==> config.mk <==
export PLATFORM = sky130hd
export DESIGN_NAME = length_prefixed_packet_deframer
export DESIGN_NICKNAME = d
export VERILOG_FILES = /design/src/rtl/lppd_pkg.sv /design/src/rtl/length_prefixed_packet_deframer.sv
export SDC_FILE = /design/constraint.sdc
export NUM_CORES = 1
export LEC_CHECK = 0
export ABC_CLOCK_PERIOD_IN_PS = 10640
export BUFFER_PORTS_ARGS = -buffer_cell sky130_fd_sc_hd__buf_2
export CORE_MARGIN = 4
export CORE_UTILIZATION = 36
export CTS_BUF_LIST = sky130_fd_sc_hd__clkbuf_2
export DETAILED_ROUTE_END_ITERATION = 10
export GPL_TIMING_DRIVEN = 0
export PLACE_DENSITY = 0.64
export SKIP_LAST_GASP = 1
export SLEW_MARGIN = 20
export SYNTH_ARGS = -nofsm -noshare
export SYNTH_HDL_FRONTEND = slang
export SYNTH_SLANG_ARGS = --single-unit
export TNS_END_PERCENT = 1
==> constraint.sdc <==
create_clock -name clk -period 10.64 [get_ports clk]
set_clock_uncertainty 0.15 [all_clocks]
set_input_delay 2.128 -clock clk [delete_from_list [all_inputs] [get_ports clk]]
set_output_delay 2.128 -clock clk [all_outputs]
set_load 0.01 [all_outputs]
==> src/rtl/lppd_pkg.sv <==
// package with shared widths and header position codes for the packet deframer
`timescale 1ns / 1ps

package lppd_pkg;

  localparam int BYTE_W      = 8;
  localparam int WORD_W      = 16;
  localparam int POS_W       = 3;
  // payload_byte, packet_type, payload_length packed from the lowest bit up
  localparam int OUT_TDATA_W = BYTE_W + WORD_W + WORD_W;

  typedef logic [POS_W-1:0]  pos_t;
  typedef logic [WORD_W-1:0] word_t;
  typedef logic [BYTE_W-1:0] byte_t;

  // header position codes
  localparam pos_t POS_LEN_LO  = 3'd0;
  localparam pos_t POS_LEN_HI  = 3'd1;
  localparam pos_t POS_TYPE_LO = 3'd2;
  localparam pos_t POS_TYPE_HI = 3'd3;
  localparam pos_t POS_PAYLOAD = 3'd4;

endpackage

==> src/rtl/length_prefixed_packet_deframer.sv <==
// top level: byte stream to length-prefixed packet deframer
`timescale 1ns / 1ps

// usage
//   in_*  : one received stream byte per transaction (in_tdata[7:0])
//   out_* : one transaction per payload byte, tagged with the packet type and
//           the payload size from the header; out_tlast marks the final byte
//           of a packet, out_tuser marks a zero-length packet (one transaction
//           with byte zero and tlast set)
//   each packet opens with a four-byte header: size low, size high, type low,
//   type high; header bytes produce no output transaction, but for the zero-length marker on type high
// output: a payload byte appears on out_* in the cycle after its input
//   transaction; the header state and the output register update together
// throughput: one byte per cycle while out_tready stays high, set by the single output register
//   which is refilled in the same cycle it is drained
// reset: rst_n low clears the header position and the counters, drops
//   out_tvalid; the block then waits for header byte zero
// stall: while out_tvalid is high and out_tready low, in_tready is low and the
//   held output transaction stays unchanged; nothing is dropped
module length_prefixed_packet_deframer (
  input  logic                             clk,
  input  logic                             rst_n,
  // input stream
  input  logic                             in_tvalid,
  output logic                             in_tready,
  input  logic [lppd_pkg::BYTE_W-1:0]      in_tdata,   // [7:0] data_byte
  // result stream
  output logic                             out_tvalid,
  input  logic                             out_tready,
  // [7:0] payload_byte, [23:8] packet_type, [39:24] payload_length
  output logic [lppd_pkg::OUT_TDATA_W-1:0] out_tdata,
  output logic                             out_tlast,  // is_last
  output logic                             out_tuser   // [0] is_empty
);

  import lppd_pkg::*;

  // header and count state
  pos_t  pos_r,  pos_nxt;
  word_t len_r,  len_nxt;
  word_t type_r, type_nxt;
  word_t rem_r,  rem_nxt;

  // output register
  logic  out_valid_r;
  byte_t out_byte_r,  res_byte;
  word_t out_type_r,  res_type;
  word_t out_len_r,   res_len;
  logic  out_last_r,  res_last;
  logic  out_empty_r, res_empty;
  logic  res_valid;

  logic  in_xfer;

  // the output register can take a new result when empty or being drained
  assign in_tready = !out_valid_r || out_tready;
  assign in_xfer   = in_tvalid && in_tready;

  // per-byte decode: header collection and payload counting
  always_comb begin
    pos_nxt   = pos_r;
    len_nxt   = len_r;
    type_nxt  = type_r;
    rem_nxt   = rem_r;
    res_valid = 1'b0;
    res_byte  = in_tdata;
    res_type  = type_r;
    res_len   = len_r;
    res_last  = 1'b0;
    res_empty = 1'b0;
    case (pos_r)
      POS_PAYLOAD: begin
        if (rem_r != '0) begin
          // payload byte, cut-through
          rem_nxt   = rem_r - word_t'(1);
          res_valid = 1'b1;
          res_last  = (rem_r == word_t'(1));
          if (res_last) begin
            pos_nxt = POS_LEN_LO;
          end
        end else begin
          len_nxt = {8'h00, in_tdata};
          pos_nxt = POS_LEN_HI;
        end
      end
      POS_LEN_HI: begin
        len_nxt = {in_tdata, len_r[7:0]};
        pos_nxt = POS_TYPE_LO;
      end
      POS_TYPE_LO: begin
        type_nxt = {8'h00, in_tdata};
        pos_nxt  = POS_TYPE_HI;
      end
      POS_TYPE_HI: begin
        type_nxt = {in_tdata, type_r[7:0]};
        if (len_r == '0) begin
          // zero-length packet: one empty marker
          pos_nxt   = POS_LEN_LO;
          res_valid = 1'b1;
          res_byte  = '0;
          res_type  = {in_tdata, type_r[7:0]};
          res_last  = 1'b1;
          res_empty = 1'b1;
        end else begin
          rem_nxt = len_r;
          pos_nxt = POS_PAYLOAD;
        end
      end
      default: begin
        // header byte zero, also any unused position code
        len_nxt = {8'h00, in_tdata};
        pos_nxt = POS_LEN_HI;
      end
    endcase
  end

  always_ff @(posedge clk) begin
    if (!rst_n) begin
      pos_r       <= POS_LEN_LO;
      len_r       <= '0;
      type_r      <= '0;
      rem_r       <= '0;
      out_valid_r <= 1'b0;
    end else begin
      if (in_xfer) begin
        pos_r       <= pos_nxt;
        len_r       <= len_nxt;
        type_r      <= type_nxt;
        rem_r       <= rem_nxt;
        out_valid_r <= res_valid;
      end else if (out_tready) begin
        out_valid_r <= 1'b0;
      end
    end
  end

  // payload of the output register, no reset needed
  always_ff @(posedge clk) begin
    if (in_xfer && res_valid) begin
      out_byte_r  <= res_byte;
      out_type_r  <= res_type;
      out_len_r   <= res_len;
      out_last_r  <= res_last;
      out_empty_r <= res_empty;
    end
  end

  assign out_tvalid = out_valid_r;
  assign out_tdata  = {out_len_r, out_type_r, out_byte_r};
  assign out_tlast  = out_last_r;
  assign out_tuser  = out_empty_r;

endmodule

# Word-level counts from Yosys, hierarchy flattened
# Cells that the tools add are included.
# totals
register_bits,94
latch_bits,0
mem_bits_rw,0
rom_bits,0
inputBits,12
out_inout_bits,44
word_cells,62
n_memories,0
# op_classes
n_addsub,1
mul,0
div_mod_pow,0
magnitude_cmp,0
n_eq_ne,9
shift,0
mux,21
bitwise,3
n_reduce_logical,16
# ops
operator,n
16-bit two-way mux,5
16-bit case mux with 2 select lines,2
16-bit case mux with 3 select lines,1
16-bit by 1-bit equality test with 1-bit output (second input constant),1
16-bit zero test,1
8-bit two-way mux,2
16-bit nonzero test,1
16-bit by 1-bit subtractor with 16-bit output (second input constant),1
3-bit case mux with 4 select lines,1
3-bit two-way mux,3
4-bit AND reduction,2
3-bit by 2-bit equality test with 1-bit output (second input constant),2
2-bit inequality test (second input constant),3
3-bit AND reduction,2
2-bit nonzero test,3
1-bit two-way mux,5
1-bit case mux with 2 select lines,2
2-bit AND reduction,2
3-bit by 1-bit equality test with 1-bit output (second input constant),1
3-bit equality test (second input constant),1
3-bit inequality test (second input constant),1
1-bit inverter,3
1-bit logical AND,2
2-bit OR reduction,1
2 further kinds,2

# Depth between registers and ports, before layout
# Gate-level depths: netlist of run 1.
# depth
ltp_word,4
mapped_depth,8
mapped_depth_nobuf,7

# Worst setup path before layout of run 1
# No wires, ideal clock.
# synth_path
path_type,input to register
startpoint,input port out_tready
endpoint,register out_byte_r[0] (enable)
setup_ps,441
t_arrival_ps,4565
t_required_ps,10049
path_slack_ps,5483
stages,4
n_path_buf,1
path_cell_list,nand2b_1 -> clkbuf_1 -> nand2_1 -> nor2_1
# synth_via
elab_chain_len,3
# synth_rtl
item,line,rtl
from (decl),length_prefixed_packet_deframer.sv:29,"input logic out_tready,"
1-bit logical OR,length_prefixed_packet_deframer.sv:56,assign in_tready = !out_valid_r || out_tready;
named net in_tready,length_prefixed_packet_deframer.sv:25,"output logic in_tready,"
1-bit logical AND,length_prefixed_packet_deframer.sv:57,assign in_xfer = in_tvalid && in_tready;
1-bit logical AND,length_prefixed_packet_deframer.sv:139,if (in_xfer && res_valid) begin
to (signal assigned),length_prefixed_packet_deframer.sv:140,out_byte_r <= res_byte;
to (decl),length_prefixed_packet_deframer.sv:46,"byte_t out_byte_r, res_byte;"
# The timed path passes the listed nets, and every way through them passes these cells.
# A chain may end at the register's enable or synchronous reset.

# Final worst setup path of run 1
# layout_path
startpoint,input port out_tready
endpoint,output port in_tready
# layout_via
elab_chain_len,1
# layout_rtl
item,line
1-bit logical OR,length_prefixed_packet_deframer.sv:56
to (decl),length_prefixed_packet_deframer.sv:25
# Every way passes these cells.

==> tab_implementation.tex, run 1 <==
\begin{tabular}{lr}
\hline
Metric & Value \\
\hline
\multicolumn{2}{l}{\textbf{Outcome}} \\
Result of the run & finished, final reports clean \\
\multicolumn{2}{l}{\textbf{Worst setup path}} \\
Logic depth of the worst path, buffers included & 4 \\
Slowest CP cell & clkbuf\_1 \\
Cell Chain, Critical Path & buf\_2 > nand2b\_1 > clkbuf\_1 > buf\_2 \\
Delay of the slowest critical-path stage & 270 ps \\
FF-to-FF path depth & 7 \\
Endpoint arrival time on the critical path & 2760 ps \\
Critical-path maximum fanout & 7 \\
Library cell appearing most often on the critical path & buf\_2 \\
Setup slack, reg-to-reg & 7100 ps \\
Worst path required time & 8360 ps \\
Kind of start point of the critical path & input port \\
Path type of the worst setup path & input port to output port \\
CP Capture Type & output port \\
Cell class contributing the biggest share of worst-path delay & buffers and inverters \\
WP buf/inv & 3 \\
\multicolumn{2}{l}{\textbf{Synthesis}} \\
Post-Synthesis Net Count & 384 \\
Sequential fraction of the synthesis area & 57.0\% \\
Fraction of registers with async set or reset after synthesis & 0\% \\
Dominant register cell in the synthesized netlist & dfxtp\_1 \\
FF+latch count, synth & 94 \\
Post-Synthesis Mean Instance Area & 10.9 um\^{}2 \\
Number of flops mapped to enable cells by yosys & 42 \\
Number of warnings printed during yosys synthesis & 0 \\
Mapped Area & 4040 um\^{}2 \\
Cell variety after synth & 61 \\
Number of instances in the synthesized netlist & 370 \\
\multicolumn{2}{l}{\textbf{Final layout}} \\
Synthesis-to-finish area growth & 14.6\% \\
Layout cells sized above 1 & 23.4\% \\
Final non-filler cell total & 582 \\
Commonest cells after routing, fill and taps aside & buf\_2 (57), dfxtp\_1 (52), edfxtp\_1 (42), nand2\_1 (38), nor2\_1 (30) \\
Fill cell total of the finished layout & 1070 \\
Post-layout util & 42.3\% \\
Summed area of non-filler cells in the final layout & 4630 um\^{}2 \\
Most frequent standard cell in the layout excluding fill and tap cells & buf\_2 \\
Nets@finish & 450 \\
\multicolumn{2}{l}{\textbf{Global route}} \\
Global-route wire length before repair & 16300 um \\
Total grt overflow & 0 \\
Number of antenna violations at the first check in global routing & 1 \\
Via count of the first global-routing pass & 3055 \\
Largest net degree at the start of global routing & 25 \\
Total global routing track utilization & 16.1\% \\
\multicolumn{2}{l}{\textbf{STA}} \\
Worst-case hold slack & 298 ps \\
Share of the clock period used by the worst path & 47.4\% \\
Number of hold violations in the final report & 0 \\
Setup repair after global routing missed its margin & false \\
Setup violators final & 0 \\
Minimum period implied by the final worst setup slack & 5040 ps \\
Worst slew pin tran & 921 ps \\
Final slew viol count & 0 \\
Slew margin rel. & 38.2\% \\
Accumulated negative setup slack & 0 ps \\
Slack of the critical path & 5600 ps \\
Maximum operating frequency & 198 MHz \\
\multicolumn{2}{l}{\textbf{Floorplanning}} \\
Die height & 114 um \\
Chip width & 114 um \\
Die area & 13000 um\^{}2 \\
Standard-cell rows & 38 \\
Effective utilization at floorplan & 37.0\% \\
Area inside the core boundary & 10900 um\^{}2 \\
Io pins & 56 \\
\multicolumn{2}{l}{\textbf{Clocking}} \\
Number of instances resized during post-cts repair & 0 \\
Number of buffers created by CTS & 9 \\
Sink count of the clock tree & 94 \\
Clk Tree Root Cell & clkbuf\_2 \\
\# H-tree levels & 3 \\
Worst-path clk slew & 240 ps \\
CTS Hold Bufs & 0 \\
Clock tree from TritonCTS & built \\
Number of buffers inserted by post-CTS setup repair & 0 \\
Clk\_lat worst skew & 560 ps \\
Maximum buffer depth of the clock tree & 2 \\
\multicolumn{2}{l}{\textbf{Run}} \\
Max-cap violations & 0 \\
\multicolumn{2}{l}{\textbf{Power and ir drop}} \\
Clock network fraction of total power & 27.7\% \\
Proportion of power drawn by combinational gates & 9.4\% \\
Proportion of total power due to net switching & 25.8\% \\
Peak supply drop & 0.0539 mV \\
Final Power & 0.619 mW \\
Total internal power & 0.459 mW \\
Lkg Pwr & 1.75 nW \\
Net switching component of the power & 0.160 mW \\
Power density normalized to cell area & 134 nW/um\^{}2 \\
Relative contribution of sequential cells to total power & 62.9\% \\
\multicolumn{2}{l}{\textbf{Place}} \\
Final weighted congestion in routability-driven placement & 0.885 \\
Placement Setup Slack & 5590 ps \\
Total placed cells including tap cells & 565 \\
Port-buffer cells & 54 \\
Cell area reported after detailed placement & 4520 um\^{}2 \\
Detailed placement HPWL & 7320 um \\
\multicolumn{2}{l}{\textbf{Detailed routing}} \\
DRT antenna net count & 0 \\
DRT iter0 DRCs & 309 \\
Number of remaining DRC errors & 0 \\
Routed vias & 3187 \\
Wire length after detailed routing & 10100 um \\
Number of search-and-repair iterations in the first detailed-routing pass & 5 \\
Post-detailed-route via-to-cell ratio & 5.48 \\
Average routed wire per standard cell & 17.4 um \\
\multicolumn{2}{l}{\textbf{Hold path}} \\
Type of the tightest min-delay check & flip-flop to flip-flop \\
Hold depth & 0 \\
\hline
\end{tabular}
cell type report:
| class | count | area [um^2] | share of cell area [%] |
|---|---|---|---|
| diodes | 1 | 2.50 | 0.0540 |
| plain buffers | 20 | 97.6 | 2.11 |
| clock buffers | 11 | 55.1 | 1.19 |
| clock inverters | 5 | 51.3 | 1.11 |
| inverters | 5 | 18.8 | 0.405 |
| multi-input cells | 251 | 1630 | 35.2 |
| flip-flops and latches | 94 | 2300 | 49.7 |
| well taps | 140 | 175 | 3.78 |
| repair buffers | 55 | 298 | 6.43 |
cell usage after synthesis (all sizes together), types with 2 or more instances:
cell type,count,area share [%]
edfxtp,42,31
nand2b,3,0.46
nor3,7,0.99
a31oi,3,0.46
nor2,33,3.2
o2111a,2,0.56
or3,5,0.90
mux2,8,2.2
nand2,38,3.5
or4,3,0.74
buf,6,1.1
o21ai,22,2.7
nor2b,9,1.4
a211oi,2,0.80
inv,5,0.46
and2,4,0.62
o221a,2,0.56
clkbuf,14,1.3
mux2i,8,2.0
o22ai,4,0.62
a21oi,28,3.6
a221oi,2,0.43
nand4,4,1.1
o32ai,7,1.7
nand3,12,1.5
nor4,9,1.9
and3b,2,0.43
ha,2,0.62
dfxtp,52,26
a22oi,11,2.0
nor4b,2,0.80
o31ai,4,0.74
o211ai,2,0.37
flip-flops by register name (all words and copies together) (netlist names), 3 cells and up:
signal      count
rem_r          16
out_type_r     16
type_r         16
out_byte_r      8
len_r          16
out_len_r      16
pos_r           3
metal layers:
layer | vias to the layer above | wire [um] | global-route usage (%)
li1 | 1525 | - | -
met1 | 1533 | 4390 | 21.4
met2 | 114 | 4880 | 25.6
met3 | 15 | 663 | 2.81
met4 | 0 | 204 | 7.52
met5 | - | 0 | 0
logic make-up (layout without fill, tap and decap cells):
family	count (synthesis)	after routing	share of synthesized area, %
multiplexers	16	16	4.21
AO/OA/AOI/OAI	97	97	16.4
buffers and inverters	25	96	2.88
flip-flops	94	94	57.0
adder cells (fa/ha/maj)	2	2	0.619
AND/OR/NAND/NOR	136	136	18.9
other	0	1	0
path summary, 6_finish.rpt:
check | startpoint | end
worst max register to register | len_r[8] | out_len_r[13]
worst min register to register | type_r[6] | out_type_r[6]
worst min-delay path | type_r[6] | out_type_r[6]
worst max-delay path | out_tready | in_tready
power by group through the flow:
stage,Combinational (mW),Clock (mW),Sequential (mW)
2_1_floorplan,0.0414,0,0.394
3_3_place_gp,0.0568,0,0.396
3_5_place_dp,0.0581,0,0.397
4_1_cts,0.0584,0.175,0.389
5_1_grt,0.0647,0.191,0.391
6_report,0.0584,0.172,0.389
Power figures use the tool's default switching activity.
==> run 2: changes to the inputs <==
- ABC_CLOCK_PERIOD_IN_PS: 10640 -> 4400
- PLACE_DENSITY: 0.64 -> 0.66
- clock period: 10.64 -> 4.4 ns (I/O delays scaled with it)
==> tab_implementation.tex, run 2 (synthesis results as in run 1) <==
\begin{tabular}{lr}
\hline
Metric & Value \\
\hline
\multicolumn{2}{l}{\textbf{Outcome}} \\
Result of the run & finished, final reports clean (unchanged) \\
\multicolumn{2}{l}{\textbf{Worst setup path}} \\
Critical-path maximum fanout & 30 (was 7) \\
Start of the worst register-to-register path & len\_r[2] (was len\_r[8]) \\
CP Capture Type & flip-flop (was output port) \\
Worst path required time & 4530 ps (was 8360 ps) \\
Endpoint arrival time on the critical path & 3470 ps (was 2760 ps) \\
Path type of the worst setup path & flip-flop to flip-flop (was input port to output port) \\
Kind of start point of the critical path & flip-flop (was input port) \\
Worst setup path startpoint & len\_r[2] (was out\_tready) \\
\multicolumn{2}{l}{\textbf{STA}} \\
Slack of the critical path & 1060 ps (was 5600 ps) \\
Slew margin rel. & 42.9\% (was 38.2\%) \\
Number of hold violations in the final report & 0 (unchanged) \\
Maximum operating frequency & 300 MHz \\
Minimum period implied by the final worst setup slack & 3340 ps \\
Worst slew pin tran & 850 ps (was 921 ps) \\
Final slew viol count & 0 (unchanged) \\
Worst-case hold slack & 315 ps (was 298 ps) \\
Setup violators final & 0 (unchanged) \\
Accumulated negative setup slack & 0 ps (unchanged) \\
Setup repair after global routing missed its margin & false (unchanged) \\
Share of the clock period used by the worst path & 75.9\% \\
\multicolumn{2}{l}{\textbf{Final layout}} \\
Commonest cells after routing, fill and taps aside & buf\_2 (57), dfxtp\_1 (52), edfxtp\_1 (42), nand2\_1 (38), nor2\_1 (30) (unchanged) \\
Final non-filler cell total & 582 (unchanged) \\
Synthesis-to-finish area growth & 15.4\% (was 14.6\%) \\
Layout cells sized above 1 & 23.8\% (was 23.4\%) \\
Sequential cell area & 2300 um\^{}2 (unchanged) \\
Multi-input combinational cell area & 1630 um\^{}2 (unchanged) \\
Nets@finish & 450 (unchanged) \\
Fill cell total of the finished layout & 1053 (was 1070) \\
Most frequent standard cell in the layout excluding fill and tap cells & buf\_2 (unchanged) \\
Post-layout util & 42.7\% (was 42.3\%) \\
Summed area of non-filler cells in the final layout & 4670 um\^{}2 (was 4630 um\^{}2) \\
\multicolumn{2}{l}{\textbf{Detailed routing}} \\
Number of remaining DRC errors & 0 (unchanged) \\
Average routed wire per standard cell & 17.6 um (was 17.4 um) \\
Wire length after detailed routing & 10300 um (was 10100 um) \\
Number of search-and-repair iterations in the first detailed-routing pass & 5 (unchanged) \\
Post-detailed-route via-to-cell ratio & 5.50 (was 5.48) \\
DRT iter0 DRCs & 364 (was 309) \\
DRT antenna net count & 0 (unchanged) \\
Routed vias & 3202 (was 3187) \\
\multicolumn{2}{l}{\textbf{Global route}} \\
Largest net degree at the start of global routing & 31 (was 25) \\
Via count of the first global-routing pass & 3063 (was 3055) \\
Number of antenna violations at the first check in global routing & 1 (unchanged) \\
Global-route wire length before repair & 16300 um (about the same) \\
Total grt overflow & 0 (unchanged) \\
Total global routing track utilization & 15.9\% (was 16.1\%) \\
\multicolumn{2}{l}{\textbf{Place}} \\
Final weighted congestion in routability-driven placement & 0.862 (was 0.885) \\
Placement Setup Slack & 1110 ps (was 5590 ps) \\
Detailed placement HPWL & 7270 um (was 7320 um) \\
Port-buffer cells & 54 (unchanged) \\
Total placed cells including tap cells & 565 (unchanged) \\
Cell area reported after detailed placement & 4510 um\^{}2 (was 4520 um\^{}2) \\
\multicolumn{2}{l}{\textbf{Power and ir drop}} \\
Total internal power & 1.17 mW (was 0.459 mW) \\
Final Power & 1.60 mW (was 0.619 mW) \\
Proportion of total power due to net switching & 26.4\% (was 25.8\%) \\
Peak supply drop & 0.148 mV (was 0.0539 mV) \\
Lkg Pwr & 1.76 nW (was 1.75 nW) \\
Power density normalized to cell area & 342 nW/um\^{}2 (was 134 nW/um\^{}2) \\
Proportion of power drawn by combinational gates & 8.9\% (was 9.4\%) \\
Net switching component of the power & 0.422 mW (was 0.160 mW) \\
Relative contribution of sequential cells to total power & 59.0\% (was 62.9\%) \\
Clock network fraction of total power & 32.0\% (was 27.7\%) \\
\multicolumn{2}{l}{\textbf{Clocking}} \\
Clock tree from TritonCTS & built (unchanged) \\
Worst-path clk slew & 280 ps (was 240 ps) \\
Maximum buffer depth of the clock tree & 2 (unchanged) \\
Number of buffers created by CTS & 9 (unchanged) \\
CTS Hold Bufs & 0 (unchanged) \\
Clk\_lat worst skew & 560 ps (about the same) \\
\# H-tree levels & 3 (unchanged) \\
Sink count of the clock tree & 94 (unchanged) \\
Number of buffers inserted by post-CTS setup repair & 0 (unchanged) \\
Number of instances resized during post-cts repair & 0 (unchanged) \\
Clk Tree Root Cell & clkbuf\_2 (unchanged) \\
\multicolumn{2}{l}{\textbf{Floorplanning}} \\
Die area & 13000 um\^{}2 (unchanged) \\
Io pins & 56 (unchanged) \\
Effective utilization at floorplan & 37.0\% (unchanged) \\
Standard-cell rows & 38 (unchanged) \\
Chip width & 114 um (unchanged) \\
Die height & 114 um (unchanged) \\
Area inside the core boundary & 10900 um\^{}2 (unchanged) \\
\multicolumn{2}{l}{\textbf{Run}} \\
Max-cap violations & 0 (unchanged) \\
\multicolumn{2}{l}{\textbf{Hold path}} \\
Type of the tightest min-delay check & flip-flop to flip-flop (unchanged) \\
Hold Startpoint & type\_r[7] (was type\_r[6]) \\
\hline
\end{tabular}
-- run 2: changes by cell type in the layout (fill, tap and decap cells not counted) --
| cell | previous run | this run |
|---|---|---|
| clkbuf_2 | 11 | 9 |
| inv_6 | 0 | 2 |
| clkinv_1 | 2 | 0 |
| inv_8 | 0 | 1 |
| clkinvlp_4 | 0 | 2 |
| bufinv_16 | 1 | 2 |
| clkinv_4 | 1 | 0 |
| buf_16 | 1 | 0 |
| buf_12 | 0 | 1 |
| clkinv_2 | 1 | 0 |
-- run 2: power by group through the flow --
stage               clock, mW  combinational (mW)  sequential (mW)
floorplan                   0               0.100            0.953
global placement            0               0.138            0.959
detailed placement          0               0.141            0.959
CTS                     0.518               0.142            0.942
global route            0.556               0.157            0.945
finish                  0.511               0.143            0.942
-- run 2: per-layer routing --
metal / track usage, % / routed length, um / up-vias
met1: 21.5 / 4660 / 1542
li1: - / - / 1515
met2: 24.9 / 4710 / 126
met4: 6.02 / 215 / 0
met5: 0 / 0 / -
met3: 3.34 / 677 / 19
-- run 2: final timing paths --
check                           slack (ps)       endpoint  depth (start not counted)
worst min register to register         310  out_type_r[7]                          0
worst max register to register        1060  out_len_r[14]                          7
worst max-delay path                  1060  out_len_r[14]                          7
worst min-delay path                   310  out_type_r[7]                          0
-- run 2: layout make-up --
type | count | share of cell area [%]
diodes | 1 | 0.0536
well taps | 140 | 3.75
multi-input cells | 251 | 34.9
inverters | 5 | 0.402
clock inverters | 7 | 2.23
flip-flops and latches | 94 | 49.3
clock buffers | 9 | 0.965
repair buffers | 55 | 6.22
plain buffers | 20 | 2.09
-- run 2: critical path, stage by stage, from the launching register on --
cell and delay (ps):
dfxtp_1 460, nor4_1 310, nand4_1 370, nor2_2 540
clkbuf_1 430, nor2_1 150, nor2_4 370, buf_12 250
==> run 3: changes to the inputs <==
- ABC_CLOCK_PERIOD_IN_PS: 4400 -> 3100
- PLACE_DENSITY: 0.66 -> 0.64
- clock period: 4.4 -> 3.1 ns (I/O delays scaled with it)
==> tab_implementation.tex, run 3 (synthesis results as in run 1) <==
\begin{tabular}{lr}
\hline
Metric & Value \\
\hline
\multicolumn{2}{l}{\textbf{Outcome}} \\
Result of the run & finished, final reports clean (unchanged) \\
\multicolumn{2}{l}{\textbf{Floorplanning}} \\
Chip width & 114 um (unchanged) \\
Effective utilization at floorplan & 37.0\% (unchanged) \\
Area inside the core boundary & 10900 um\^{}2 (unchanged) \\
Io pins & 56 (unchanged) \\
Standard-cell rows & 38 (unchanged) \\
Die area & 13000 um\^{}2 (unchanged) \\
Die height & 114 um (unchanged) \\
\multicolumn{2}{l}{\textbf{Final layout}} \\
Synthesis-to-finish area growth & 14.9\% (was 15.4\%) \\
Fill cell total of the finished layout & 1056 (was 1053) \\
Multi-input combinational cell area & 1670 um\^{}2 (was 1630 um\^{}2) \\
Sequential cell area & 2300 um\^{}2 (unchanged) \\
Commonest cells after routing, fill and taps aside & buf\_2 (57), dfxtp\_1 (52), edfxtp\_1 (42), nand2\_1 (38), nor2\_1 (29) (was buf\_2 (57), dfxtp\_1 (52), edfxtp\_1 (42), nand2\_1 (38), nor2\_1 (30)) \\
Layout cells sized above 1 & 24.8\% (was 23.8\%) \\
Final non-filler cell total & 585 (was 582) \\
Nets@finish & 453 (was 450) \\
Post-layout util & 42.5\% (was 42.7\%) \\
Most frequent standard cell in the layout excluding fill and tap cells & buf\_2 (unchanged) \\
\multicolumn{2}{l}{\textbf{STA}} \\
Slew margin rel. & 38.3\% (was 42.9\%) \\
Share of the clock period used by the worst path & 86.8\% (was 75.9\%) \\
Final slew viol count & 0 (unchanged) \\
Number of hold violations in the final report & 0 (unchanged) \\
Setup violators final & 0 (unchanged) \\
Maximum operating frequency & 372 MHz (was 300 MHz) \\
Slack of the critical path & 409 ps (was 1060 ps) \\
Setup repair after global routing missed its margin & false (unchanged) \\
Accumulated negative setup slack & 0 ps (unchanged) \\
Worst slew pin tran & 919 ps (was 850 ps) \\
Minimum period implied by the final worst setup slack & 2690 ps (was 3340 ps) \\
\multicolumn{2}{l}{\textbf{Global route}} \\
Total grt overflow & 0 (unchanged) \\
Number of antenna violations at the first check in global routing & 1 (unchanged) \\
Largest net degree at the start of global routing & 20 (was 31) \\
Via count of the first global-routing pass & 3036 (was 3063) \\
Global-route wire length before repair & 16400 um (was 16300 um) \\
Total global routing track utilization & 16.2\% (was 15.9\%) \\
\multicolumn{2}{l}{\textbf{Detailed routing}} \\
Number of search-and-repair iterations in the first detailed-routing pass & 5 (unchanged) \\
Routed vias & 3253 (was 3202) \\
DRT antenna net count & 0 (unchanged) \\
DRT iter0 DRCs & 291 (was 364) \\
Post-detailed-route via-to-cell ratio & 5.56 (was 5.50) \\
Number of remaining DRC errors & 0 (unchanged) \\
Average routed wire per standard cell & 17.8 um (was 17.6 um) \\
Wire length after detailed routing & 10400 um (was 10300 um) \\
\multicolumn{2}{l}{\textbf{Worst setup path}} \\
Start of the worst register-to-register path & rem\_r[0] (was len\_r[2]) \\
Cell class contributing the biggest share of worst-path delay & simple AND/OR/NAND/NOR gates (unchanged) \\
WP buf/inv & 1 (was 2) \\
Delay of the slowest critical-path stage & 470 ps (was 540 ps) \\
Kind of start point of the critical path & flip-flop (unchanged) \\
Endpoint arrival time on the critical path & 2840 ps (was 3470 ps) \\
Critical-path maximum fanout & 11 (was 30) \\
Worst setup path startpoint & rem\_r[0] (was len\_r[2]) \\
Slowest CP cell & nor2\_2 (unchanged) \\
Worst path required time & 3240 ps (was 4530 ps) \\
Cell Chain, Critical Path & inv\_1 > ha\_1 > nor4b\_4 > nand4\_4 > and2\_1 > nor2\_2 > nor2\_4 (was nor4\_1 > nand4\_1 > nor2\_2 > clkbuf\_1 > nor2\_1 > nor2\_4 > buf\_12) \\
Path type of the worst setup path & flip-flop to flip-flop (unchanged) \\
CP Capture Type & flip-flop (unchanged) \\
\multicolumn{2}{l}{\textbf{Hold path}} \\
Type of the tightest min-delay check & input port to flip-flop (was flip-flop to flip-flop) \\
Hold Startpoint & in\_tdata[0] (was type\_r[7]) \\
\multicolumn{2}{l}{\textbf{Clocking}} \\
Maximum buffer depth of the clock tree & 2 (unchanged) \\
CTS Hold Bufs & 0 (unchanged) \\
Clock tree from TritonCTS & built (unchanged) \\
Sink count of the clock tree & 94 (unchanged) \\
Number of buffers created by CTS & 9 (unchanged) \\
\# H-tree levels & 3 (unchanged) \\
Worst-path clk slew & 260 ps (was 280 ps) \\
Clk\_lat worst skew & 560 ps (about the same) \\
Clk Tree Root Cell & clkbuf\_2 (unchanged) \\
\multicolumn{2}{l}{\textbf{Place}} \\
Final weighted congestion in routability-driven placement & 0.860 (was 0.862) \\
Placement Setup Slack & -589 ps (was 1110 ps) \\
Total placed cells including tap cells & 564 (was 565) \\
Port-buffer cells & 54 (unchanged) \\
Detailed placement HPWL & 7260 um (was 7270 um) \\
\multicolumn{2}{l}{\textbf{Power and ir drop}} \\
Lkg Pwr & 1.75 nW (was 1.76 nW) \\
Power density normalized to cell area & 448 nW/um\^{}2 (was 342 nW/um\^{}2) \\
Peak supply drop & 0.171 mV (was 0.148 mV) \\
Final Power & 2.08 mW (was 1.60 mW) \\
\multicolumn{2}{l}{\textbf{Run}} \\
Max-cap violations & 0 (unchanged) \\
\hline
\end{tabular}
run 3: worst register-to-register path: stages, from the launching register on:
cell	delay [ps]
dfxtp_1	380
inv_1	110
ha_1	240
nor4b_4	380
nand4_4	220
and2_1	260
nor2_2	470
nor2_4	200
run 3: where the power goes:
group	internal (mW)	total (mW)	switching [mW]	leakage [nW]
Combinational	0.0764	0.205	0.129	0.883
Sequential	1.31	1.34	0.0247	0.803
Clock	0.108	0.539	0.431	0.0596
Total	1.50	2.08	0.585	1.75
run 3: repair_timing:
| item | in CTS | in global routing |
|---|---|---|
| gates cloned | 3 | 0 |
| buffers inserted | 0 | 2 |
| endpoints found under the setup margin | 42 | 32 |
| gates resized for setup | 4 | 1 |
| pin swaps | 2 | 1 |
run 3: stage by stage:
| stage | hold slack (ps) | cell area (um^2) |
|---|---|---|
| after global placement | 262 | 4490 |
| final | 175 | 4640 |
| after floorplan | 252 | 4050 |
| after detailed placement | 260 | 4490 |
| after global routing | 142 | 4640 |
| after CTS | 134 | 4620 |
run 3: worst paths after layout:
check | to | slack, ps | depth (start not counted)
max | out_len_r[13] | 410 | 7
min | type_r[0] | 170 | 3
max reg2reg | out_len_r[13] | 410 | 7
min reg2reg | out_type_r[2] | 310 | 0
run 3: cell type report:
type	instances	area share, %
diodes	1	0.0539
plain buffers	19	2.02
clock buffers	9	0.970
clock inverters	7	1.08
inverters	5	0.404
multi-input cells	254	36.0
flip-flops and latches	94	49.6
well taps	140	3.77
repair buffers	56	6.14
run 3: routing by layer:
layer | global-route usage [%] | routed length, um
met1 | 21.3 | 4440
met2 | 25.8 | 4940
met3 | 2.86 | 763
met4 | 7.76 | 286
met5 | 0 | 0
